==> config.mk <==
export PLATFORM = sky130hd
export DESIGN_NAME = obm_ram
export DESIGN_NICKNAME = d
export VERILOG_FILES = /design/src/obm_ram.sv
export SDC_FILE = /design/constraint.sdc
export NUM_CORES = 1
export LEC_CHECK = 0
export BUFFER_PORTS_ARGS = -buffer_cell sky130_fd_sc_hd__buf_4
export CORE_MARGIN = 5
export CORE_UTILIZATION = 25
export DETAILED_ROUTE_END_ITERATION = 16
export GPL_ROUTABILITY_DRIVEN = 0
export REMOVE_ABC_BUFFERS = 1
export SLEW_MARGIN = 20
export SYNTH_ARGS = -nofsm -noshare
export SYNTH_HDL_FRONTEND = slang
export SYNTH_SLANG_ARGS = --single-unit
==> constraint.sdc <==
create_clock -name clk -period 2 [get_ports clk]
set_clock_uncertainty 0.15 [all_clocks]
set_input_delay 0.4 -clock clk [delete_from_list [all_inputs] [get_ports clk]]
set_output_delay 0.4 -clock clk [all_outputs]
set_load 0.02 [all_outputs]
==> src/obm_ram.sv <==
`timescale 1ns / 1ps
// ----------------------------------------------------------------------------
// obm_ram
// Generic single-write, single-read RAM with registered read data.
// ----------------------------------------------------------------------------
module obm_ram #(
	parameter int WIDTH = 8,
	parameter int DEPTH = 16
) (
	input  logic                     clk,
	input  logic                     we,
	input  logic [$clog2(DEPTH)-1:0] waddr,
	input  logic [WIDTH-1:0]         wdata,
	input  logic [$clog2(DEPTH)-1:0] raddr,
	output logic [WIDTH-1:0]         rdata
);

	logic [WIDTH-1:0] mem_q [DEPTH];

	always_ff @(posedge clk) begin
		if (we)
			mem_q[waddr] <= wdata;
		rdata <= mem_q[raddr];
	end

endmodule

* After elaboration in Yosys (flattened, before gate mapping)
Memory sizes are Yosys's and may differ from the RTL's. A register that Yosys moved wholly into a read port is not among the register bits. Index checks and enable logic that the tools add are counted.
Storage, ports and cells: register bits after elaboration 0, bits in latches 0, memory bits (writable) 128, bits in read-only memories 0, input port bits 18, output and inout port bits 8, logic and storage cells 3, memories kept 1
Cells by class: add/subtract/negate cells 0, multiply operators 0, div/mod/pow operators 0, order comparisons 0, equality and inequality tests 0, shift operators 0, mux-type cells 2, bitwise logic cells 0, reduce and logical (&&, ||, !) cells 0
Memory list:
- mem_q | words 16, bits a word 8, rd ports 1, clocked after Yosys merged registers in 1, write ports 1, line 18 | logic [WIDTH-1:0] mem_q [DEPTH];
Operators with widths (number):
- $mux W1 | 2

* Depth between registers and ports, before layout
Gate-level depths: netlist (run 1).
depth after elaboration 2, gate-level depth with buffers 5, depth with buffers taken out 3

* Least setup slack after synthesis (run 1)
OpenSTA, ideal clock, no wires.
path kind input -> register, start input port waddr[2], end memory mem_q[0][0] (enable), library setup time 0.383 ns, arrival time 1.510 ns, required time 1.467 ns, setup slack -0.043 ns, cell stages on the path 2, cells stage by stage or3b_2 nor3_1
RTL lines:
- start, declared | line 12 | input logic [$clog2(DEPTH)-1:0] waddr,
- end, declared | line 18
Straight into the memory's write port.

==> results.tsv, run 1 <==
stage	metric	value	unit
cells_and_area	area_delta_synth_final	25.26	%
detailed_routing	drc	0	
timing	setup_viol	0	
synth	async_reset_ff_share	0	%
critical_path	cp-start-kind	input pin	
floorplan	die_height	153.5	um
critical_path	arrival	1710	ps
timing	min_period	1577	ps
clocking	clk_latency	410	ps
synth	synth-edff-count	128	
floorplan	start_util	25.44	%
clocking	cts.sinks	136	
detailed_routing	first_pass_iters	4	
power	ir_drop	0.6620	mV
detailed_routing	ant_nets	0	
clocking	post_cts_buffers	0	
clocking	cts-buffers-inserted	17	
detailed_routing	drtIter0Drc	276	
synth	ys_seq_area_share	77.78	%
synth	synth_top_cell_area_share	74.67	%
synth	ys_warn_count	0	
synth	synth.distinct_cells	19	
floorplan	fp-row-count	52	
synth	yosysMostFrequentCell	edfxtp_1	
timing	slew_headroom	45.44	%
detailed_routing	vias	2447	
placement	portBuffers	25	
cells_and_area	diodes	0	
power	power	6.824	mW
floorplan	ioPinCount	26	
floorplan	die-area	0.02356	mm^2
status	status	finished clean	
timing	slew_violations	0	
power	p_per_area	1058	mW/mm^2
clocking	cts_tree	built	
critical_path	end_kind	flop	
power	p_leak	2.167	nW
timing	worst_pin_slew	816.7	ps
placement	hpwlAfterDp	7217	um
critical_path	crit_fanout	12	
detailed_routing	via_per_inst	4.285	
global_route	grt_antenna_before_repair	0	
cells_and_area	drive_gt1_share	31.89	%
critical_path	crit_type	in2reg	
job	drv_cap	0	
global_route	track_usage	9.694	%
detailed_routing	wl	10910	um
synth	synth_ff_type	edfxtp_1	
global_route	grt_pass1_vias	2620	
clocking	clk_path_buf_depth	2	
global_route	grt_overflow	0	
cells_and_area	fin_nets	306	
synth	synth.area.top_cells	edfxtp_1 (75%), mux4_2 (7.9%), mux4_1 (7.1%)	
min_path	hold_path_class	in2reg	
floorplan	fp.dieW	153.5	um
synth	ys_ff_latch	136	
synth	yosysTopAreaCell	edfxtp_1	
synth	syn_avg_cell_area	22.48	um^2
timing	fin_crit_sh	78.83	%
cells_and_area	nFillCells	1907	
placement	post_dp_cell_area	0.005824	mm^2
floorplan	core	0.02023	mm^2
clocking	cts_hold_buf	0	
clocking	cts_root_buffer	clkbuf_16	
clocking	clk_pin_slew	50	ps
synth	synth_common_cells	edfxtp_1 (128), mux4_2 (18), a22oi_1 (16), mux4_1 (14), nor2_1 (13)	
cells_and_area	stdcell_area	0.006447	mm^2
timing	final_hold_viol_count	0	
timing	rsz0062_at_grt	false	
critical_path	required	2130	ps
synth	netlist_instances	229	
synth	syn_area	0.005147	mm^2
global_route	grt_max_degree	17	
global_route	grt_first_pass_wirelength	16790	um
clocking	htreeDepth	4	
detailed_routing	post_drt_wl_per_cell	19.11	um
timing	final.setup.tns	0	ps
timing	fmax	634.3	MHz
clocking	ctsResizeCount	0	
==> sequential cells by signal, indices dropped and copies added, names as in the netlist <==
name,flops
mem_q,128
rdata,8
==> layout make-up <==
cell class                 instances  area, um^2  share of cell area, %
tap                              270       337.8                  5.240
multi-input combinational         83        1057                  16.40
timing repair buffer              50       425.4                  6.598
sequential                       136        4004                  62.10
clock inverter                     9       145.1                  2.251
clock buffer                      23       478.0                  7.413
==> cell families (layout without fill, tap and decap cells) <==
logic type      Yosys count  after routing  share of synthesized area [%]
buf+inv                  10             82                          1.677
simple gates             35             35                          3.184
flops                   136            136                          77.78
mux                      32             32                          15.02
compound gates           16             16                          2.334
==> power breakdown <==
part	internal, mW	switching [mW]	leakage [nW]
clock network	2.17	1.09	0.302
registers	3.19	0.0203	1.22
logic	0.158	0.195	0.641
==> critical path, stage by stage <==
cell	delay, ps
buf_4	140
buf_12	170
mux4_1	560
a22oi_1	330
nand2_1	90
==> final timing paths <==
path,to,slack (ps),startpoint,cells past startpoint
min reg2reg,rdata[3],530,mem_q[12][3],3
max reg2reg,rdata[2],440,mem_q[9][2],3
max,rdata[2],420,raddr[0],5
min,mem_q[5][3],150,wdata[3],1
==> stage by stage <==
stage	worst slack [ps]	utilization [%]	cells	hold WS [ps]
finish	423.4	31.86	571	152.4
detailed placement	26.88	28.78	539	514.4
floorplan	-42.87	-	219	348.9
global route	418.8	31.86	571	146.5
global placement	40.74	28.78	539	510.0
CTS	452.5	31.86	571	143.9
==> routing by layer <==
layer	global-route usage (%)	vias to the layer above	share of wire [%]
met3	2.445	9	4.6
met2	14.48	68	47
li1	-	1089	-
met1	13.73	1281	47
met4	3.574	0	0.93
met5	0	-	0
==> cell usage in the layout, fill, tap and decap left out, types with 2 or more instances in the layout <==
| master | n |
|---|---|
| nor3_1 | 4 |
| dfxtp_1 | 8 |
| nor2_1 | 13 |
| buf_12 | 4 |
| nand2_1 | 9 |
| edfxtp_1 | 128 |
| bufinv_16 | 4 |
| a22oi_1 | 16 |
| mux4_2 | 18 |
| clkbuf_16 | 17 |
| clkinv_1 | 2 |
| nand2b_1 | 2 |
| clkbuf_1 | 3 |
| clkbuf_8 | 3 |
| buf_4 | 46 |
| nand3b_1 | 2 |
| clkinv_2 | 2 |
| mux4_1 | 14 |
Power figures use the tool's default switching activity.
==> run 2, diff against run 1 <==
clock period = 1.5 ns   (was 2 ns; I/O delays follow)
==> results.tsv, run 2 (synthesis gave the netlist of run 1 again) <==
stage	metric	value	unit	change
global_route	grt_max_degree	17		unchanged
cells_and_area	layout_commonest_cell	edfxtp_1		
detailed_routing	drc	0		unchanged
critical_path	crit_chain	mux4_1 > a22oi_2 > nand2_1		
detailed_routing	drtIter0Drc	199		-28%
detailed_routing	ant_nets	0		unchanged
placement	hpwlAfterDp	7110	um	-1.5%
timing	final_hold_viol_count	0		unchanged
critical_path	cp.buffers_inverters	0		-2
critical_path	worstRegToRegCells	3		unchanged
power	ir_drop	0.7621	mV	+15%
timing	slew_violations	0		unchanged
global_route	grt_pass1_vias	2625		+0.19%
cells_and_area	nFillCells	1885		-1.2%
timing	fmax	687.1	MHz	
clocking	cts_root_buffer	clkbuf_16		
critical_path	crit_type	reg2reg		
cells_and_area	multi_input_area	0.001070	mm^2	+1.2%
clocking	htreeDepth	4		unchanged
cells_and_area	drive_gt1_share	35.92	%	+4.0 points
critical_path	cp_slowest_cell	mux4_1		
floorplan	die_height	153.5	um	unchanged
placement	portBuffers	25		unchanged
detailed_routing	post_drt_wl_per_cell	17.68	um	-7.5%
clocking	cts-buffers-inserted	17		unchanged
floorplan	ioPinCount	26		unchanged
cells_and_area	area_delta_synth_final	25.09	%	
clocking	post_cts_buffers	0		unchanged
status	status	finished clean		
floorplan	core	0.02023	mm^2	unchanged
critical_path	end_kind	flop		
critical_path	cp.depth	3		-2
floorplan	die-area	0.02356	mm^2	unchanged
min_path	hold_path_class	in2reg		
critical_path	crit_fanout	1		-11
timing	worst_pin_slew	788.9	ps	-27.73 ps
cells_and_area	largest_reg_flops	128		unchanged
detailed_routing	wl	10230	um	-6.2%
clocking	clk_pin_slew	60	ps	about the same
timing	slew_headroom	47.30	%	+1.9 points
floorplan	fp.dieW	153.5	um	unchanged
timing	min_period	1455	ps	
critical_path	crit_path_end	rdata[5]		
timing	setup_viol	0		unchanged
critical_path	worst_r2r_startpoint	mem_q[1][5]		
global_route	track_usage	8.908	%	-0.79 points
cells_and_area	largest_register	mem_q		
timing	setup_ws	44.51	ps	-378.8 ps
critical_path	slowest_delay	520	ps	-40 ps
clocking	clk_latency	400	ps	about the same
power	p_leak	2.157	nW	-0.47%
critical_path	required	1640	ps	-490 ps
global_route	grt_first_pass_wirelength	15680	um	-6.6%
floorplan	fp-row-count	52		unchanged
critical_path	cp-startpoint	mem_q[1][5]		
clocking	cts.sinks	136		unchanged
detailed_routing	via_per_inst	4.228		-1.3%
cells_and_area	fin_nets	314		+2.6%
timing	rsz0062_at_grt	true		
placement	post-place-ws	-449.5	ps	-476.3 ps
critical_path	arrival	1590	ps	-120 ps
global_route	grt_overflow	0		unchanged
critical_path	path_delay_family	multiplexers		
detailed_routing	first_pass_iters	4		unchanged
global_route	grt_antenna_before_repair	0		unchanged
clocking	cts_tree	built		
timing	fin_crit_sh	97.03	%	
critical_path	cp-start-kind	flop		
critical_path	r2r_slack	40	ps	-400 ps
clocking	clk_path_buf_depth	2		unchanged
detailed_routing	vias	2448		+0.041%
critical_path	reg2reg_to	rdata[5]		
cells_and_area	largestRegisters	mem_q (128), rdata (8)		
power	p_per_area	1303	mW/mm^2	+23%
cells_and_area	final_cell_mix	edfxtp_1 (128), buf_4 (53), mux4_2 (20)		
job	drv_cap	0		unchanged
timing	final.setup.tns	0	ps	unchanged
cells_and_area	regArea	0.004004	mm^2	unchanged
floorplan	start_util	25.44	%	unchanged
cells_and_area	diodes	0		unchanged
## run 2: repair_timing
item                                    4_1_cts  5_1_grt
endpoints found under the setup margin        4        6
gates resized for setup                       4        2
hold buffers                                  0        0
cloned                                        0        0
pin swaps                                     2        5
endpoints found under the hold margin         0        0
## run 2: worst min-delay path by stage
stage                     startpoint            to  slack (ps)  cells after the start
after floorplan             wdata[0]   mem_q[0][0]         250                      0
after global placement      wdata[3]   mem_q[4][3]         450                      1
after detailed placement    wdata[3]   mem_q[7][3]         470                      1
after CTS                   wdata[3]   mem_q[5][3]          40                      1
after global routing        wdata[5]  mem_q[11][5]          60                      1
final                       wdata[3]   mem_q[7][3]          50                      1
## run 2: per-stage QoR
stage / util, % / cell area, um^2 / total power, mW / hold slack (ps) / cells
5_1_grt: 31.82 / 6439 / 8.681 / 62.58 / 579
6_report: 31.82 / 6439 / 8.393 / 47.35 / 579
3_5_place_dp: 29.14 / 5897 / 4.854 / 468.1 / 547
4_1_cts: 31.86 / 6446 / 8.465 / 43.91 / 579
2_1_floorplan: - / 5061 / 4.547 / 248.9 / 219
3_3_place_gp: 29.14 / 5897 / 4.838 / 452.0 / 547
## run 2: layout make-up
cell class / instances / area share (%)
sequential: 136 / 62.18
multi-input combinational: 83 / 16.61
timing repair buffer: 58 / 7.734
clock buffer: 23 / 7.423
tap: 270 / 5.247
clock inverter: 9 / 0.7967
## run 2: routing by layer
metal	track usage, %	wire (um)
met5	0	0
met4	3.406	141
met2	14.46	5030
met3	1.911	409
met1	11.77	4652
## run 2: power breakdown
group	total (mW)	internal, mW	switching (mW)
Clock	3.62	2.22	1.40
Combinational	0.493	0.233	0.261
Sequential	4.28	4.25	0.0280
Total	8.39	6.70	1.69
==> run 3, diff against run 2 <==
--- a/config.mk
+++ b/config.mk
@@ -9,4 +9,5 @@
 export CORE_MARGIN = 5
 export CORE_UTILIZATION = 25
+export CTS_CLUSTER_SIZE = 28
 export DETAILED_ROUTE_END_ITERATION = 16
 export GPL_ROUTABILITY_DRIVEN = 0
==> constraint.sdc (replaced) <==
create_clock -name clk -period 1.5 [get_ports clk]
set_clock_uncertainty 0.15 [all_clocks]
set_input_delay 0.15 -clock clk [delete_from_list [all_inputs] [get_ports clk]]
set_output_delay 0.15 -clock clk [all_outputs]
set_load 0.02 [all_outputs]
==> results.tsv, run 3 (synthesis gave the netlist of run 1 again) <==
stage	metric	value	unit	change
status	status	finished clean		
floorplan	die_height	153.5	um	unchanged
placement	hpwlAfterDp	7225	um	+1.6%
timing	slew_violations	0		unchanged
timing	final_hold_viol_count	0		unchanged
cells_and_area	multi_input_area	0.001067	mm^2	-0.23%
detailed_routing	vias	2498		+2.0%
detailed_routing	via_per_inst	4.270		+1.0%
clocking	clk_latency	410	ps	about the same
critical_path	path_delay_family	multiplexers		
cells_and_area	largestRegisters	mem_q (128), rdata (8)		
global_route	grt_overflow	0		unchanged
global_route	grt_antenna_before_repair	0		unchanged
critical_path	slowest_delay	500	ps	-20 ps
critical_path	worstRegToRegCells	3		unchanged
cells_and_area	regArea	0.004004	mm^2	unchanged
critical_path	cp_slowest_cell	mux4_2		
detailed_routing	ant_nets	0		unchanged
floorplan	core	0.02023	mm^2	unchanged
clocking	cts-buffers-inserted	17		unchanged
critical_path	cp.buffers_inverters	0		unchanged
timing	rsz0062_at_grt	true		
power	p_leak	2.253	nW	+4.4%
timing	fmax	684.0	MHz	-0.44%
clocking	clk_pin_slew	60	ps	about the same
floorplan	ioPinCount	26		unchanged
detailed_routing	wl	10740	um	+4.9%
floorplan	die-area	0.02356	mm^2	unchanged
detailed_routing	drtIter0Drc	243		+22%
timing	fin_hold_ws	75.14	ps	+27.79 ps
placement	portBuffers	25		unchanged
cells_and_area	area_delta_synth_final	29.68	%	
timing	setup_viol	0		unchanged
cells_and_area	fin_nets	320		+1.9%
placement	post-place-ws	-268.1	ps	+181.4 ps
critical_path	cp-start-kind	flop		
global_route	grt_max_degree	17		unchanged
global_route	grt_first_pass_wirelength	16620	um	+5.9%
critical_path	cp.depth	3		unchanged
critical_path	crit_type	reg2reg		
min_path	min_path_cells	4		+3
clocking	htreeDepth	4		unchanged
clocking	cts.sinks	136		unchanged
detailed_routing	drc	0		unchanged
critical_path	required	1640	ps	about the same
global_route	track_usage	9.452	%	+0.54 points
cells_and_area	largest_register	mem_q		
power	ir_drop	0.8114	mV	+6.5%
timing	fin_crit_sh	97.47	%	+0.43 points
timing	setup_ws	38.00	ps	-6.506 ps
clocking	post_cts_buffers	0		unchanged
critical_path	arrival	1610	ps	+20 ps
floorplan	fp.dieW	153.5	um	unchanged
detailed_routing	post_drt_wl_per_cell	18.35	um	+3.8%
timing	slew_headroom	47.58	%	+0.28 points
power	power	9.798	mW	+17%
cells_and_area	layout_commonest_cell	edfxtp_1		
clocking	cts_root_buffer	clkbuf_16		
critical_path	end_kind	flop		
cells_and_area	fin_cells	585		+1.0%
critical_path	crit_chain	mux4_2 > a22oi_2 > nand2_1		
cells_and_area	diodes	0		unchanged
cells_and_area	drive_gt1_share	36.19	%	+0.27 points
detailed_routing	first_pass_iters	4		unchanged
clocking	clk_path_buf_depth	2		unchanged
global_route	grt_pass1_vias	2721		+3.7%
timing	min_period	1462	ps	+6.506 ps
min_path	hold_path_class	in2reg		
cells_and_area	final_cell_mix	edfxtp_1 (128), buf_4 (52), mux4_2 (22)		
critical_path	crit_fanout	1		unchanged
timing	worst_pin_slew	784.7	ps	-4.226 ps
cells_and_area	nFillCells	1884		-0.053%
floorplan	start_util	25.44	%	unchanged
cells_and_area	largest_reg_flops	128		unchanged
clocking	cts_tree	built		
power	p_per_area	1468	mW/mm^2	+13%
floorplan	fp-row-count	52		unchanged
job	drv_cap	0		unchanged
placement	placedCellCount	545		-0.37%
[run 3: routing by layer]
metal | global-route usage [%] | vias up | part of all wire [%]
li1 | - | 1112 | -
met1 | 12.86 | 1305 | 45
met3 | 2.136 | 10 | 5.2
met4 | 3.280 | 0 | 0.87
met2 | 15.00 | 71 | 49
met5 | 0 | - | 0
[run 3: tightest hold or removal path, stage by stage]
cell and delay [ps]:
buf_4 120, mux4_1 170, a22oi_1 80, nand2_1 80
[run 3: final timing paths]
path	startpoint	to	slack, ps
min reg2reg	mem_q[4][2]	rdata[2]	530
min	raddr[1]	rdata[3]	80
max reg2reg	mem_q[3][1]	rdata[1]	40
max	mem_q[3][1]	rdata[1]	40
[run 3: final cells by class]
| cell class | count | share of cell area [%] |
|---|---|---|
| Sequential cell | 136 | 59.98 |
| Multi-Input combinational cell | 83 | 15.99 |
| Timing Repair Buffer | 64 | 8.247 |
| Clock buffer | 19 | 6.635 |
| Tap cell | 270 | 5.061 |
| Clock inverter | 13 | 4.086 |
[run 3: where the power goes]
| group | total [mW] | internal (mW) | switching (mW) |
|---|---|---|---|
| combinational | 0.510 | 0.241 | 0.269 |
| sequential | 4.28 | 4.25 | 0.0302 |
| clock | 5.01 | 3.49 | 1.52 |
| total | 9.80 | 7.98 | 1.82 |
[run 3: timing repair]
| item | 4_1_cts | 5_1_grt |
|---|---|---|
| resized for setup | 4 | 5 |
| hold buffers | 8 | 0 |
| hold endpoints to repair | 128 | 0 |
| pin swaps | 2 | 6 |
| setup endpoints to repair | 4 | 6 |
[run 3: through the flow]
step                area [um^2]  setup TNS (ps)  util (%)
detailed placement         5869           -5302     29.01
CTS                        6685               0     33.04
global placement           5869           -4677     29.01
finish                     6675               0     32.99
floorplan                  5061           -3601         -
global route               6675          -60.30     32.99
